`src/hw/rtl/rsel_pkg.sv`:
```
// Shared types and constants for the ranked index selector.
package rsel_pkg;

  localparam int KEY_FIELD_W = 32;
  localparam int IDX_W       = 6;
  localparam int CNT_FIELD_W = 7;
  localparam int CFG_IDX_W   = 2;
  localparam int OUT_DATA_W  = 8;

  localparam logic [CFG_IDX_W-1:0] REG_DIRECTION = 2'd0;
  localparam logic [CFG_IDX_W-1:0] REG_OUT_COUNT = 2'd1;

  localparam logic [CNT_FIELD_W-1:0] OUT_COUNT_RESET = 7'd1;

  typedef enum logic {
    ST_LOAD,
    ST_EMIT
  } state_t;

  typedef struct packed {
    logic             vld;
    logic [IDX_W-1:0] idx;
  } ent_t;

  typedef struct packed {
    logic ins;
    logic shift;
    logic clr;
    logic dir;
  } cell_ctl_t;

endpackage

```
`src/hw/rtl/rsel_cell.sv`:
```
// One slot of the sorted chain: insert with shift right, drain with shift left.
module rsel_cell #(
  parameter int KEY_W = 32
) (
  input  logic                      clk,
  input  logic                      rst_n,
  input  rsel_pkg::cell_ctl_t       ctl,
  input  logic signed [KEY_W-1:0]   new_key,
  input  logic [rsel_pkg::IDX_W-1:0] new_idx,
  input  logic signed [KEY_W-1:0]   prev_key,
  input  rsel_pkg::ent_t            prev_ent,
  input  logic                      prev_beats,
  input  logic signed [KEY_W-1:0]   next_key,
  input  rsel_pkg::ent_t            next_ent,
  output logic signed [KEY_W-1:0]   own_key,
  output rsel_pkg::ent_t            own_ent,
  output logic                      beats
);

  logic signed [KEY_W-1:0] key_r, key_nxt;
  rsel_pkg::ent_t          ent_r, ent_nxt;

  always_comb begin
    if (!ent_r.vld) begin
      beats = 1'b1;
    end else if (ctl.dir) begin
      beats = new_key > key_r;
    end else begin
      beats = new_key < key_r;
    end
  end

  always_comb begin
    key_nxt = key_r;
    ent_nxt = ent_r;
    priority if (ctl.clr) begin
      ent_nxt.vld = 1'b0;
    end else if (ctl.shift) begin
      key_nxt = next_key;
      ent_nxt = next_ent;
    end else if (ctl.ins && beats) begin
      if (prev_beats) begin
        key_nxt = prev_key;
        ent_nxt = prev_ent;
      end else begin
        key_nxt = new_key;
        ent_nxt.vld = 1'b1;
        ent_nxt.idx = new_idx;
      end
    end
  end

  always_ff @(posedge clk) begin
    key_r     <= key_nxt;
    ent_r.idx <= ent_nxt.idx;
    if (!rst_n) begin
      ent_r.vld <= 1'b0;
    end else begin
      ent_r.vld <= ent_nxt.vld;
    end
  end

  assign own_key = key_r;
  assign own_ent = ent_r;

endmodule

```
`config.mk`:
```
export PLATFORM = sky130hd
export DESIGN_NAME = rsel_cell
export DESIGN_NICKNAME = d
export VERILOG_FILES = /design/src/hw/rtl/rsel_pkg.sv /design/src/hw/rtl/rsel_cell.sv
export SDC_FILE = /design/constraint.sdc
export NUM_CORES = 1
export LEC_CHECK = 0
export BUFFER_PORTS_ARGS = -buffer_cell sky130_fd_sc_hd__buf_2
export CAP_MARGIN = 30
export CORE_AREA = 2 2 68 118
export CTS_BUF_LIST = sky130_fd_sc_hd__clkbuf_4
export DETAILED_ROUTE_END_ITERATION = 8
export DIE_AREA = 0 0 70 120
export HOLD_SLACK_MARGIN = 0.08
export MAX_ROUTING_LAYER = met4
export PLACE_DENSITY = 0.72
export SLEW_MARGIN = 25
export SYNTH_ARGS = -nofsm -noshare
export SYNTH_HDL_FRONTEND = slang
export SYNTH_SLANG_ARGS = --single-unit
```
`constraint.sdc`:
```
create_clock -name clk -period 5.49 [get_ports clk]
set_input_delay 0 -clock clk [delete_from_list [all_inputs] [get_ports clk]]
set_output_delay 0 -clock clk [all_outputs]
set_load 0.1 [all_outputs]
```
==> impl_metrics.py <==
metrics = {
    "setup_path": {
        "crit_fanout": 26,
        "max_stage_delay_ps": 560,
        "critical_path.cell_chain": "inv_1, ha_1, nand4_1, or4_1, a31oi_1, or3_1, a311oi_1, nor3_4, buf_4",
        "path_class": "flip-flop to flip-flop",
        "worst_setup_path_end_kind": "flip-flop",
        "cp_slowest_cell": "or4_1",
        "crit_arrival_ps": 3340,
        "critPathRequiredTime_ps": 5510,
        "startpoint_type": "flip-flop",
    },
    "cells_and_area": {
        "stdcell_area_um2": 4630,
        "fillers": 639,
        "final_cell_mix": "buf_2, dlygate4sd3_1, nand2_1, o21ai_0",
        "final_common_cell": "buf_2",
        "fin_util_pct": 62.0,
        "nets": 691,
        "stdcell_count": 626,
        "drive_gt1_share_pct": 33.0,
        "area_growth_pct": 60.2,
        "multiInputGateArea_um2": 1560,
        "seqCellArea_um2": 1160,
    },
    "placed_design": {
        "gp_congestion": 0.803,
        "port_buffers": 162,
        "placed_area_um2": 3790,
        "place_ws_ps": 2150,
        "hpwl_um": 6350,
        "dp.cells": 541,
    },
    "routing": {
        "vias": 3128,
        "via_per_inst": 5.00,
        "wirelength_um": 9110,
        "dr.first_iter.drc_count": 116,
        "dr.pass1.iters": 4,
        "antenna_left": 0,
        "wl_per_cell_um": 14.5,
        "drc_errors": 0,
    },
    "worst_hold_path": {
        "hp-class": "input pin to flip-flop",
    },
    "synth": {
        "synth.distinct_cells": 40,
        "ys_seq_elements": 39,
        "synth_top_area_share_pct": 39.5,
        "ys_seq_area_share_pct": 40.2,
        "synth_flop_cell": "edfxtp_1",
        "netlist_area_um2": 2890,
        "syn_avg_cell_area_um2": 9.56,
        "yosys.area.top_type": "edfxtp_1",
        "syn_nets": 457,
        "async_flop_share_pct": 0,
        "synth_edf_count": 38,
        "netlist_top_cells_area": "edfxtp_1, ha_1, mux2i_1, o21ai_0, nand2_1",
        "synth_warnings": 0,
        "syn_inst": 302,
    },
    "timing": {
        "fin_tns_setup_ps": 0,
        "rsz0062_at_grt": "false",
        "finalHoldViolCount": 0,
        "timing.final.ws_setup_ps": 2170,
        "min_period_ps": 3320,
        "whs_ps": 88.8,
        "skew_ps": 12.3,
        "fin_crit_sh_pct": 60.5,
        "worstMarginPinSlew_ps": 673,
        "slew_violations": 0,
        "slew_headroom_pct": 55.1,
        "finalSetupViolations": 0,
        "fmax_mhz": 301,
    },
    "clock_tree": {
        "clockBufferDepth": 2,
        "clock_sinks": 39,
        "clk_pin_slew_ps": 130,
        "cts_buffers": 5,
        "cts_tree": "built",
        "post_cts.repair.setup_buffers": 0,
        "clkLatencyLatePin_ps": 350,
        "clockRootBuffer": "clkbuf_4",
        "htreeDepth": 2,
    },
    "power": {
        "switching_share_pct": 39.0,
        "ir_worst_vdd_v": 0.000131,
        "p_int_mw": 0.596,
        "seq_power_share_pct": 37.3,
        "power.share.clock_pct": 19.6,
        "p_comb_share_pct": 43.0,
        "p_leak_nw": 2.33,
        "p_per_area_nw_per_um2": 211,
        "total_power_mw": 0.977,
        "p_switching_mw": 0.381,
    },
    "die": {
        "die_h_um": 120,
        "core_area_um2": 7460,
        "die-area_um2": 8400,
        "pin_count": 163,
        "die_x_um": 70,
        "rows": 42,
        "start_util_pct": 38.7,
    },
    "global_route": {
        "grt_max_degree": 79,
        "antenna_found_initial": 1,
        "grt-ovfl-total": 0,
        "track_usage_pct": 21.9,
        "grt_pass1_vias": 3262,
        "grt_pass1_wl_um": 14200,
    },
    "status": {
        "status": "finished clean",
    },
    "run": {
        "cap_violations": 0,
    },
}
==> metal layers <==
metal  vias up  wire [µm]  track usage (%)
met5         -          0                -
met4         0        259             9.86
met3        25        349             2.77
met2       110       5450             44.1
met1      1436       3050             19.5
li1       1557          -                -
==> worst max-delay path, delay by kind of cell, from the launching register on <==
family / cells / cell delay [ps]
and+or+nand+nor: 4 / 1450
buffers and inverters: 2 / 490
AOI/OAI and AO/OA: 2 / 340
adders and majority gates: 1 / 340
DFF: 1 / 370
==> cell families (layout without fill, tap and decap cells) <==
group	count (synthesis)	after routing	synth area share, %
AOI/OAI and AO/OA	72	72	14.6
adders and majority gates	32	32	13.9
buffers and inverters	48	283	6.28
DFF	39	39	40.2
muxes	38	38	13.2
other	0	1	0
and+or+nand+nor	73	73	11.9
==> layout make-up <==
class,instances,area share (%)
antenna,1,0.0541
clock buffer,5,0.811
clock inverter,3,0.838
inverter,35,2.84
multi-input combinational,215,33.6
sequential,39,25.1
tap,88,2.38
timing repair buffer,240,34.3
==> registers in the layout, indices dropped and copies added, names as in the netlist <==
| signal | flops |
|---|---|
| own_ent | 7 |
| own_key | 32 |
==> cell usage after synthesis (2+ instances only) <==
master / number
mux2i_1: 38
buf_1: 2
a21oi_1: 9
o21ai_0: 43
o21ai_1: 3
nand2b_1: 2
ha_1: 32
nor3_1: 2
nor2_1: 3
o21bai_1: 2
clkbuf_1: 10
edfxtp_1: 38
nor4_1: 2
a31oi_1: 2
inv_1: 35
nand4_1: 5
nand2_1: 49
a21o_1: 3
==> power groups by stage <==
| stage | combinational [mW] | sequential, mW | clock, mW |
|---|---|---|---|
| after detailed placement | 0.366 | 0.372 | 0 |
| after floorplan | 0.114 | 0.524 | 0 |
| after global routing | 0.452 | 0.368 | 0.208 |
| after global placement | 0.359 | 0.371 | 0 |
| after CTS | 0.419 | 0.365 | 0.196 |
| final | 0.421 | 0.365 | 0.192 |
==> path summary, 6_finish.rpt <==
path,from,to,slack (ps),cells past startpoint
hold / removal,prev_key[25],own_key[25],90,3
hold reg to reg,own_ent[6],own_key[27],1210,3
setup / recovery,own_key[31],own_key[31],2170,9
setup reg to reg,own_key[31],own_key[31],2170,9
==> what timing repair did <==
action,4_1_cts,5_1_grt
hold endpoints to repair,51,2
hold buffers,74,2
gates resized for setup,0,0
Note: power is estimated with default switching activity, not from simulation.
